## config.mk

```make
export PLATFORM = sky130hd
export DESIGN_NAME = adjacent_word_bigram_pairer_unit
export DESIGN_NICKNAME = d
export VERILOG_FILES = /design/src/sv/awbp_pkg.sv /design/src/sv/adjacent_word_bigram_pairer_unit.sv /design/src/sv/awbp_ram.sv /design/src/sv/awbp_cmp.sv
export SDC_FILE = /design/constraint.sdc
export NUM_CORES = 2
export LEC_CHECK = 0
export BUFFER_PORTS_ARGS = -buffer_cell sky130_fd_sc_hd__buf_2
export CAP_MARGIN = 10
export CELL_PAD_IN_SITES_DETAIL_PLACEMENT = 1
export CELL_PAD_IN_SITES_GLOBAL_PLACEMENT = 1
export CORE_MARGIN = 2
export CORE_UTILIZATION = 45
export CTS_CLUSTER_DIAMETER = 40
export DETAILED_ROUTE_END_ITERATION = 6
export PLACE_DENSITY_LB_ADDON = 0.1
export SYNTH_ARGS = -nofsm -noshare
export SYNTH_HDL_FRONTEND = slang
export SYNTH_SLANG_ARGS = --single-unit
```

## constraint.sdc

```tcl
create_clock -name clk -period 10.2 [get_ports clk]
set_clock_uncertainty 0.15 [all_clocks]
set_input_delay 3.06 -clock clk [delete_from_list [all_inputs] [get_ports clk]]
set_output_delay 3.06 -clock clk [all_outputs]
set_load 0.02 [all_outputs]
```

## src/sv/awbp_pkg.sv

```systemverilog
// Shared types and constants of the bigram pairer
package awbp_pkg;
    localparam logic [15:0] PSG_ALT = 16'd1000;
    localparam logic [10:0] SAT11 = 11'd2047;

    typedef struct packed {
        logic [15:0] psg;
        logic [15:0] word;
        logic [7:0]  len;
        logic [9:0]  idx;
    } slot_t;

    typedef struct packed {
        logic pair_hit;
        logic stale;
    } cmp_t;

    typedef enum logic [3:0] {
        ST_IDLE, ST_START, ST_MREAD, ST_MCHK, ST_PREAD, ST_PCHK,
        ST_PMOVE, ST_ADD, ST_FLUSH, ST_TOTAL
    } state_t;
endpackage

```

## src/sv/adjacent_word_bigram_pairer_unit.sv

```systemverilog
// Top level of the adjacent-word bigram pairer
// A live posting past the first walks the candidate slots twice through one compare unit
// and a slot RAM with registered read: a match pass (read, compare per slot) and a prune
// pass (read, check, and for a removed slot that is not the last a move of the last slot
// into its place); a full table ends the walk in the match pass. The block takes no new
// item until it is done, and the output side can stall it. Pairs leave through one
// output register, one result held back so run_end can be marked.
module adjacent_word_bigram_pairer_unit #(
    parameter int TABLE_ENTRIES   = 1024,
    parameter int CANDIDATE_SLOTS = 32
) (
    input  logic               clk,
    input  logic               rst_n,
    input  logic               in_valid,
    output logic               in_ready,
    input  logic               first,
    input  logic               last,
    input  logic [10:0]        entry_count,
    input  logic [15:0]        psg_num,
    input  logic [15:0]        word_num,
    input  logic [7:0]         key_len,
    output logic               out_valid,
    input  logic               out_ready,
    output logic               is_total,
    output logic [9:0]         pair_first_index,
    output logic [9:0]         pair_second_index,
    output logic [8:0]         joined_key_len,
    output logic signed [16:0] pair_passage_code,
    output logic [15:0]        pair_word_num,
    output logic [10:0]        total_count,
    output logic               run_end
);
    localparam int AW = $clog2(CANDIDATE_SLOTS);
    localparam int CW = $clog2(CANDIDATE_SLOTS + 1);

    awbp_pkg::state_t state_reg, state_next;
    logic [CW-1:0] sc_reg, sc_next, j_reg, j_next;
    logic [10:0]   ni_reg, ni_next, em_reg, em_next, idx_reg, idx_next;
    logic          full_reg, full_next;
    logic          last_reg, last_next;
    logic [10:0]   cnt_reg, cnt_next;
    logic [15:0]   psg_reg, psg_next, word_reg, word_next;
    logic [7:0]    len_reg, len_next;
    logic          pend_reg, pend_next;
    logic [9:0]    pend_idx_reg, pend_idx_next;
    logic [8:0]    pend_len_reg, pend_len_next;
    logic [15:0]   pend_word_reg, pend_word_next;
    logic          ov_reg, ov_next;
    logic          ot_reg, ot_next, oe_reg, oe_next;
    logic [9:0]    oa_reg, oa_next, ob_reg, ob_next;
    logic [8:0]    ol_reg, ol_next;
    logic [16:0]   op_reg, op_next;
    logic [15:0]   ow_reg, ow_next;
    logic [10:0]   oc_reg, oc_next;

    logic            wr_en, rd_en;
    logic [AW-1:0]   wr_addr, rd_addr;
    awbp_pkg::slot_t wr_data, rd_data;
    awbp_pkg::cmp_t  cmp;

    logic        accept, out_free, full_hit, active, j_live, move_needed;
    logic [11:0] tot_sum;
    logic [10:0] base_ni;

    awbp_ram #(.WIDTH($bits(awbp_pkg::slot_t)), .DEPTH(CANDIDATE_SLOTS)) u_ram (
        .clk(clk), .wr_en(wr_en), .wr_addr(wr_addr), .wr_data(wr_data),
        .rd_en(rd_en), .rd_addr(rd_addr), .rd_data(rd_data)
    );

    awbp_cmp u_cmp (.slot(rd_data), .psg(psg_reg), .word(word_reg), .res(cmp));

    // Decode conditions
    always_comb
    begin
        accept      = in_valid && in_ready;
        out_free    = !ov_reg || out_ready;
        tot_sum     = {1'b0, cnt_reg} + {1'b0, em_reg};
        full_hit    = tot_sum >= 12'(TABLE_ENTRIES);
        active      = (cnt_reg >= 11'd2) && (idx_reg < cnt_reg) && !full_reg;
        j_live      = j_reg < sc_reg;
        move_needed = (j_reg + CW'(1)) < sc_reg;
        base_ni     = first ? 11'd0 : ni_reg;
    end

    // Next state
    always_comb
    begin
        state_next = state_reg;
        unique case (state_reg)
            awbp_pkg::ST_IDLE:  if (accept) state_next = awbp_pkg::ST_START;
            awbp_pkg::ST_START:
                if (active && idx_reg != 11'd0) state_next = awbp_pkg::ST_MREAD;
                else                            state_next = awbp_pkg::ST_FLUSH;
            awbp_pkg::ST_MREAD:
                if (!j_live)       state_next = awbp_pkg::ST_PREAD;
                else if (full_hit) state_next = awbp_pkg::ST_FLUSH;
                else               state_next = awbp_pkg::ST_MCHK;
            awbp_pkg::ST_MCHK:
                if (!cmp.pair_hit || !pend_reg || out_free)
                    state_next = awbp_pkg::ST_MREAD;
            awbp_pkg::ST_PREAD:
                state_next = j_live ? awbp_pkg::ST_PCHK : awbp_pkg::ST_ADD;
            awbp_pkg::ST_PCHK:
                state_next = (cmp.stale && move_needed) ? awbp_pkg::ST_PMOVE
                                                        : awbp_pkg::ST_PREAD;
            awbp_pkg::ST_PMOVE: state_next = awbp_pkg::ST_PREAD;
            awbp_pkg::ST_ADD:   state_next = awbp_pkg::ST_FLUSH;
            awbp_pkg::ST_FLUSH:
                if (!pend_reg || out_free)
                    state_next = last_reg ? awbp_pkg::ST_TOTAL : awbp_pkg::ST_IDLE;
            awbp_pkg::ST_TOTAL: if (out_free) state_next = awbp_pkg::ST_IDLE;
            default:            state_next = awbp_pkg::ST_IDLE;
        endcase
    end

    // Datapath and outputs
    always_comb
    begin
        sc_next = sc_reg; j_next = j_reg; ni_next = ni_reg; em_next = em_reg;
        idx_next = idx_reg; full_next = full_reg; last_next = last_reg;
        cnt_next = cnt_reg; psg_next = psg_reg; word_next = word_reg; len_next = len_reg;
        pend_next = pend_reg; pend_idx_next = pend_idx_reg;
        pend_len_next = pend_len_reg; pend_word_next = pend_word_reg;
        ov_next = ov_reg && !out_ready;
        ot_next = ot_reg; oe_next = oe_reg; oa_next = oa_reg; ob_next = ob_reg;
        ol_next = ol_reg; op_next = op_reg; ow_next = ow_reg; oc_next = oc_reg;
        wr_en = 1'b0; wr_addr = j_reg[AW-1:0];
        wr_data = '{psg: psg_reg, word: word_reg, len: len_reg, idx: idx_reg[9:0]};
        rd_en = 1'b0; rd_addr = j_reg[AW-1:0];
        in_ready = (state_reg == awbp_pkg::ST_IDLE);

        unique case (state_reg)
            awbp_pkg::ST_IDLE:
                if (accept)
                begin
                    if (first)
                    begin
                        sc_next = '0; em_next = '0; full_next = 1'b0;
                    end
                    idx_next  = base_ni;
                    ni_next   = (base_ni < awbp_pkg::SAT11) ? base_ni + 11'd1 : base_ni;
                    last_next = last; cnt_next = entry_count;
                    psg_next  = psg_num; word_next = word_num; len_next = key_len;
                end
            awbp_pkg::ST_START:
            begin
                j_next = '0;
                if (active && idx_reg == 11'd0)
                begin
                    wr_en = 1'b1; wr_addr = '0; sc_next = CW'(1);
                end
            end
            awbp_pkg::ST_MREAD:
                if (j_live)
                begin
                    if (full_hit) full_next = 1'b1;
                    else          rd_en = 1'b1;
                end
                else
                begin
                    j_next = '0;
                end
            awbp_pkg::ST_MCHK:
                if (!cmp.pair_hit)
                begin
                    j_next = j_reg + CW'(1);
                end
                else if (!pend_reg || out_free)
                begin
                    // Push the held pair, hold the new one
                    if (pend_reg)
                    begin
                        ov_next = 1'b1; ot_next = 1'b0; oe_next = 1'b0;
                        oa_next = pend_idx_reg; ob_next = idx_reg[9:0];
                        ol_next = pend_len_reg; op_next = {1'b1, ~psg_reg};
                        ow_next = pend_word_reg; oc_next = '0;
                    end
                    pend_next      = 1'b1;
                    pend_idx_next  = rd_data.idx;
                    pend_len_next  = 9'({1'b0, rd_data.len} + {1'b0, len_reg} + 9'd1);
                    pend_word_next = rd_data.word;
                    em_next        = em_reg + 11'd1;
                    j_next         = j_reg + CW'(1);
                end
            awbp_pkg::ST_PREAD:
                if (j_live) rd_en = 1'b1;
            awbp_pkg::ST_PCHK:
                if (cmp.stale)
                begin
                    if (move_needed)
                    begin
                        rd_en = 1'b1; rd_addr = AW'(sc_reg - CW'(1));
                    end
                    else
                    begin
                        sc_next = sc_reg - CW'(1);
                    end
                end
                else
                begin
                    j_next = j_reg + CW'(1);
                end
            awbp_pkg::ST_PMOVE:
            begin
                // Drop slot j by moving the last slot into it
                wr_en = 1'b1; wr_data = rd_data; sc_next = sc_reg - CW'(1);
            end
            awbp_pkg::ST_ADD:
                if (sc_reg < CW'(CANDIDATE_SLOTS))
                begin
                    wr_en = 1'b1; wr_addr = sc_reg[AW-1:0]; sc_next = sc_reg + CW'(1);
                end
            awbp_pkg::ST_FLUSH:
                if (pend_reg && out_free)
                begin
                    ov_next = 1'b1; ot_next = 1'b0; oe_next = !last_reg;
                    oa_next = pend_idx_reg; ob_next = idx_reg[9:0];
                    ol_next = pend_len_reg; op_next = {1'b1, ~psg_reg};
                    ow_next = pend_word_reg; oc_next = '0;
                    pend_next = 1'b0;
                end
            awbp_pkg::ST_TOTAL:
                if (out_free)
                begin
                    ov_next = 1'b1; ot_next = 1'b1; oe_next = 1'b1;
                    oa_next = '0; ob_next = '0; ol_next = '0; op_next = '0; ow_next = '0;
                    oc_next = (tot_sum > {1'b0, awbp_pkg::SAT11}) ? awbp_pkg::SAT11
                                                                  : tot_sum[10:0];
                end
            default: ;
        endcase
    end

    // Control registers
    always_ff @(posedge clk or negedge rst_n)
    begin
        if (!rst_n)
        begin
            state_reg <= awbp_pkg::ST_IDLE;
            sc_reg <= '0; ni_reg <= '0; em_reg <= '0; full_reg <= 1'b0;
            pend_reg <= 1'b0; ov_reg <= 1'b0;
        end
        else
        begin
            state_reg <= state_next;
            sc_reg <= sc_next; ni_reg <= ni_next; em_reg <= em_next;
            full_reg <= full_next; pend_reg <= pend_next; ov_reg <= ov_next;
        end
    end

    // Payload registers
    always_ff @(posedge clk)
    begin
        j_reg <= j_next; idx_reg <= idx_next; last_reg <= last_next; cnt_reg <= cnt_next;
        psg_reg <= psg_next; word_reg <= word_next; len_reg <= len_next;
        pend_idx_reg <= pend_idx_next; pend_len_reg <= pend_len_next;
        pend_word_reg <= pend_word_next;
        ot_reg <= ot_next; oe_reg <= oe_next; oa_reg <= oa_next; ob_reg <= ob_next;
        ol_reg <= ol_next; op_reg <= op_next; ow_reg <= ow_next; oc_reg <= oc_next;
    end

    assign out_valid         = ov_reg;
    assign is_total          = ot_reg;
    assign pair_first_index  = oa_reg;
    assign pair_second_index = ob_reg;
    assign joined_key_len    = ol_reg;
    assign pair_passage_code = op_reg;
    assign pair_word_num     = ow_reg;
    assign total_count       = oc_reg;
    assign run_end           = oe_reg;
endmodule

```

## src/sv/awbp_ram.sv

```systemverilog
// Generic single-write, single-read RAM with registered read data
module awbp_ram #(
    parameter int WIDTH = 50,
    parameter int DEPTH = 32
) (
    input  logic                     clk,
    input  logic                     wr_en,
    input  logic [$clog2(DEPTH)-1:0] wr_addr,
    input  logic [WIDTH-1:0]         wr_data,
    input  logic                     rd_en,
    input  logic [$clog2(DEPTH)-1:0] rd_addr,
    output logic [WIDTH-1:0]         rd_data
);
    logic [WIDTH-1:0] mem [DEPTH];

    // Write and read ports
    always_ff @(posedge clk)
    begin
        if (wr_en)
        begin
            mem[wr_addr] <= wr_data;
        end
        if (rd_en)
        begin
            rd_data <= mem[rd_addr];
        end
    end
endmodule

```

## src/sv/awbp_cmp.sv

```systemverilog
// Slot compare unit: adjacency match and staleness of one candidate
module awbp_cmp (
    input  awbp_pkg::slot_t slot,
    input  logic [15:0]     psg,
    input  logic [15:0]     word,
    output awbp_pkg::cmp_t  res
);
    logic        psg_eq;
    logic        psg_alt;
    logic [16:0] slot_word_inc;

    always_comb
    begin
        psg_eq        = (slot.psg == psg);
        psg_alt       = ((slot.psg == 16'd0) && (psg == awbp_pkg::PSG_ALT))
                     || ((slot.psg == awbp_pkg::PSG_ALT) && (psg == 16'd0));
        slot_word_inc = {1'b0, slot.word} + 17'd1;
        res.pair_hit  = (psg_eq || psg_alt) && (slot_word_inc == {1'b0, word});
        res.stale     = psg_eq && (slot_word_inc < {1'b0, word});
    end
endmodule

```

Yosys cells after proc, flatten, opt, wreduce, memory -nomap -nowiden --
Memories as Yosys holds them, arrays and structs flattened. A register that Yosys moved wholly into a read port is not among the register bits. Index checks and enable logic that the tools add are counted.
Word-level totals: bits in writable memories 1600, memories 1, input bits 57, word-level logic and storage cells 226, flip-flop bits (word level) 214
Cells by class: bitwise gates (word level) 1, mux-type cells 106, magnitude comparators 9, reduce and logical (&&, ||, !) cells 44, add/sub/neg operators 9, equal/unequal tests 31
Memories:
- u_ram.mem | words 32, width 50, read ports 1, clocked after Yosys merged registers in 1, wr ports 1, line awbp_ram.sv:14 | logic [WIDTH-1:0] mem [DEPTH];
Operators by type and width (number):
- 2-to-1 mux 11 bit | 12
- 2-to-1 mux 10 bit | 9
- 2-to-1 mux 17 bit | 5
- 2-to-1 mux 16 bit | 5
- 2-to-1 mux 6 bit | 10
- one-hot mux 10 bit (3 select lines) | 2
- one-hot mux 17 bit (3 select lines) | 1
- 2-to-1 mux 50 bit | 1
- one-hot mux 16 bit (3 select lines) | 1
- 2-to-1 mux 9 bit | 5
- one-hot mux 4 bit (10 select lines) | 1
- one-hot mux 11 bit (3 select lines) | 1
- == test 16 x 10 -> 1 bit, second input constant | 2
- logical NOT 16 bit | 2
- 2-to-1 mux 4 bit | 8
- != test 2 bit, second input constant | 16
- one-hot mux 6 bit (5 select lines) | 1
- one-hot mux 9 bit (3 select lines) | 1
- 2-to-1 mux 1 bit | 26
- 2-to-1 mux 5 bit | 5
- one-hot mux 6 bit (4 select lines) | 1
- adder 11 x 1 -> 11 bit, second input constant | 2
- one-hot mux 11 bit (2 select lines) | 1
- adder 16 x 1 -> 17 bit, second input constant | 1
- other kinds (42) | 81

Longest topological paths before layout --
word-level depth 10, depth in mapped cells 21, mapped depth without buffers 16

Modules after synthesis --
A second synthesis with hierarchy kept.
Second synthesis, totals: cell total of the unflattened synthesis 4436, area, all modules 74991.9 sq um
Modules (own cells, without submodules):
- awbp_ram | sequential area each 49547.5 sq um, area each 63748.6 sq um, cells each 3504, times used 1
- adjacent_word_bigram_pairer_unit | sequential area each 6251.0 sq um, area each 10262.3 sq um, cells each 803, times used 1
- awbp_cmp | sequential area each 0.0 sq um, area each 980.9 sq um, cells each 129, times used 1

Least setup slack after synthesis --
OpenSTA, ideal clock, no wires.
path type reg2reg, start register cnt_reg[1], end memory u_ram.mem[10][0] (enable), clock period less this slack 6.147 ns, setup time 0.519 ns, data required time 9.531 ns, arrival time 5.478 ns, buffers on the path 0, setup slack 4.053 ns, cell stages (with the launch flop) 11, cells stage by stage edfxtp_1 > inv_1 > ha_1 > a21o_1 > a21o_1 > a21o_1 > a21o_1 > a211oi_1 > o211ai_1 > a22o_1 > nor3_1
Between the ends: word-level cells in the longest chain between the ends 8, elaborated cells between the ends (all ways) 11, classes of those cells order compare (2); mux (6); reduce/logical (3)
Ends and longest elaborated chain:
- start: declaration | line adjacent_word_bigram_pairer_unit.sv:41 | logic [10:0] cnt_reg, cnt_next;
- start signal: assignment | line adjacent_word_bigram_pairer_unit.sv:254 | j_reg <= j_next; idx_reg <= idx_next; last_reg <= last_next; cnt_reg <= cnt_next;
- greater-or-equal comparator 11 x 2 -> 1 bit / < comparator 11 bit (equally long branches) | line adjacent_word_bigram_pairer_unit.sv:79 | active = (cnt_reg >= 11'd2) && (idx_reg < cnt_reg) && !full_reg;
- logical AND 1 bit * (2 in a row) | line adjacent_word_bigram_pairer_unit.sv:79
- logical AND 1 bit * | line adjacent_word_bigram_pairer_unit.sv:148 | if (active && idx_reg == 11'd0)
- 2-to-1 mux 1 bit | line adjacent_word_bigram_pairer_unit.sv:148
- one-hot mux 1 bit (3 select lines) | line adjacent_word_bigram_pairer_unit.sv:132 | unique case (state_reg)
- 2-to-1 mux 1 bit | line awbp_ram.sv:19 | if (wr_en)
- 2-to-1 mux 1 bit (not written as such) | line awbp_ram.sv:21 | mem[wr_addr] <= wr_data;
- end: declaration | line awbp_ram.sv:14
Mark *: on every way between the ends. The rest lies on a longest branch, timed or not.

Worst setup path after layout --
start register u_ram.rd_data[18], read port of u_ram.mem, end register u_ram.rd_data[27], read port of u_ram.mem (data pin)
Between the ends: word-level cells in the longest chain between the ends 5, elaborated cells between the ends (all ways) 7, classes of those cells add/sub (1); order compare (1); mux (4); reduce/logical (1)
Ends and longest elaborated chain:
- start: declaration | line awbp_ram.sv:12 | output logic [WIDTH-1:0] rd_data
- adder 16 x 1 -> 17 bit * | line awbp_cmp.sv:17 | slot_word_inc = {1'b0, slot.word} + 17'd1;
- < comparator 17 x 16 -> 1 bit * | line awbp_cmp.sv:19 | res.stale = psg_eq && (slot_word_inc < {1'b0, word});
- logical AND 1 bit * | line awbp_cmp.sv:19
- 2-to-1 mux 1 bit / 2-to-1 mux 5 bit (equally long branches) | line adjacent_word_bigram_pairer_unit.sv:188 | if (cmp.stale)
- one-hot mux 1 bit (3 select lines) / 2-to-1 mux 5 bit (equally long branches) | line adjacent_word_bigram_pairer_unit.sv:132
Marks and branches as above. A chain may end at the register's enable or synchronous reset.

==> impl_metrics.yaml <==
die:
  start_util_pct: 45.3
  die-height_microns: 414
  die_width_microns: 414
  dieArea_sq_um: 172000
  rows: 150
  io-pin-count: 134
  coreArea_sq_um: 167000
finish:
  nNetsFinal: 5607
  layout_common_cells: "1,829 x edfxtp_1, 969 x nand2_1, 356 x a211oi_1"
  final_common_cell: "edfxtp_1"
  top_register: "u_ram.mem"
  area_delta_synth_final_pct: 17.0
  largest_reg_flops: 1600
  drive_above_1_share_pct: 15.3
  final_cells: 7906
  final_core_util_pct: 53.0
  final_area_sq_um: 88600
route:
  ant_nets: 0
  routedWlPerCell_microns: 30.7
  routed_wl_mm: 243
  drt-initial-drc-count: 5091
  drc: 0
  routed_via_density: 6.13
  dr.pass1.iters: 5
  num_vias: 48500
power:
  total_power_uw: 26000
  pwr_density_cell_nw_per_um2: 293
  peakVddDrop_mv: 0.325
  total_leakage_power_uw: 0.0301
placed_design:
  placed_cells: 7384
  dp_hpwl_mm: 119
  gp_congestion: 0.804
  place_area_sq_um: 78700
  portBuffers: 133
critical_path:
  worstReg2RegStart: "u_ram.rd_data[18]"
  required_ps: 10680
  r2r_slack_ps: 3170
  end_kind: "flip-flop"
  r2r_cells: 17
  timing.rr.end: "u_ram.rd_data[27]"
  start_kind: "flip-flop"
  worstPathArrival_ps: 7510
  criticalPathCategory: "reg2reg"
  worstPathMaxFanout: 190
run_status:
  status: "complete, no violations"
synth:
  synth_cells: 5325
  synth_edf_count: 1829
  yosys.cell_types.count: 66
  avgSynthCellArea_sq_um: 14.2
  synth_seq_cells: 1864
  syn-num-nets: 5445
  ys_warn_count: 0
  synthFlopType: "edfxtp_1"
  async_reset_ff_share_pct: 1.88
  ys_seq_area_share_pct: 73.7
  netlist_area_sq_um: 75700
hold_path:
  whs_endpoint: "pend_idx_reg[3]"
  hp-start: "u_ram.rd_data[3]"
  hold_class: "reg2reg"
  min_path_cells: 0
grt:
  grt_pass1_wl_mm: 349
  antenna_found_initial: 2
  grt_pass1_vias: 49200
  track_usage_pct: 27.9
  grt_max_degree: 198
  grt_overflow_total: 0
clock_network:
  clk_pin_slew_ps: 60
  clock-sinks: 1864
  htreeDepth: 5
  hold_buffers: 0
  cts_root_buffer: "clkbuf_16"
  clock_latency_ps: 910
  ctsResizeCount: 0
  clock_path_buffers: 4
  cts_setup_buffers: 0
  cts_buffers: 299
  tritoncts: "done"
sta:
  hold_viol_final: 0
  rsz0062_at_grt: "false"
  relSlewSlack_pct: 15.2
  max_freq_mhz: 142
  slew_violations: 0
  setup_viol: 0
  min_period_over_period_pct: 69.0
  finalCriticalPeriod_ps: 7030
  setup-tns-final_ps: 0
  tightest_slew_ps: 1270
run:
  maxCapViolCount: 0
==> worst max-delay path by stage <==
| stage | startpoint | end | depth (start not counted) | slack (ps) |
|---|---|---|---|---|
| floorplan | cnt_reg[1] | u_ram.mem[10][0] | 10 | 4050 |
| global placement | u_ram.rd_data[18] | u_ram.rd_data[27] | 17 | 3310 |
| detailed placement | u_ram.rd_data[18] | u_ram.rd_data[27] | 17 | 3340 |
| CTS | u_ram.rd_data[18] | u_ram.rd_data[27] | 17 | 3200 |
| global route | u_ram.rd_data[18] | u_ram.rd_data[27] | 17 | 2880 |
| finish | u_ram.rd_data[18] | u_ram.rd_data[27] | 17 | 3170 |
==> kinds of logic after synthesis <==
| group | share of synthesized area, % |
|---|---|
| simple gates | 10.6 |
| compound gates | 10.6 |
| fa+ha+maj | 1.06 |
| buf+inv | 2.58 |
| xor+xnor | 0.798 |
| mux | 0.635 |
| flops | 73.7 |
==> cells in the mapped netlist, drive strengths merged (17+ instances only) <==
cell type,number,area [sq um]
nor2b,21,131
clkbuf,234,878
mux2,35,394
and3,356,2230
and2,52,325
edfxtp,1829,54900
nor3,26,141
xor2,20,175
a21o,17,128
xnor2,49,429
nor4,74,616
a2111oi,50,746
o22ai,152,951
nand2,977,3670
ha,61,763
dfrtp,35,876
a31oi,352,2200
inv,59,221
a21oi,151,756
buf,140,853
o21ai,40,200
nor2,98,368
nand3,42,210
nand4,18,119
a211oi,356,2670
==> power by group <==
part | switching, uW | internal, uW | leakage [uW]
Combinational | 4650 | 1870 | 0.00848
Clock | 3620 | 6400 | 0.00472
Sequential | 249 | 9190 | 0.0169
Total | 8520 | 17500 | 0.0301
==> layout make-up <==
class | count | area, sq um
Fill cell | 15900 | 78600
Sequential cell | 1864 | 55800
Inverter | 60 | 228
Tap cell | 2204 | 2760
Timing Repair Buffer | 235 | 1630
Antenna cell | 1 | 2.50
Clock inverter | 175 | 1990
Multi-Input combinational cell | 3027 | 18400
Clock buffer | 340 | 7810
==> worst max-delay path, cell delays in order, from the launching register on <==
cell	delay [ps]
edfxtp_1	470
ha_1	270
nand4_1	140
nor3_1	420
nand3_1	160
xnor2_1	170
ha_1	310
nand2_1	70
nor4_1	540
o21a_1	470
or4_4	700
buf_4	670
buf_12	680
and3_1	300
a211oi_1	70
a31oi_1	180
o22ai_1	130
nor4_2	550
==> routing by layer <==
layer	vias to the layer above	GRT usage (%)	routed length [microns]
met3	448	4.47	15800
met2	1793	46.4	118000
met1	25300	37.5	101000
li1	21000	-	-
met5	-	0	0
met4	0	8.93	6990
==> through the flow <==
step | hold slack (ps) | setup WS (ps)
5_1_grt | 346 | 2880
2_1_floorplan | 270 | 4050
4_1_cts | 333 | 3200
3_3_place_gp | 313 | 3310
6_report | 334 | 3170
3_5_place_dp | 311 | 3340
Power figures use the tool's default switching activity.
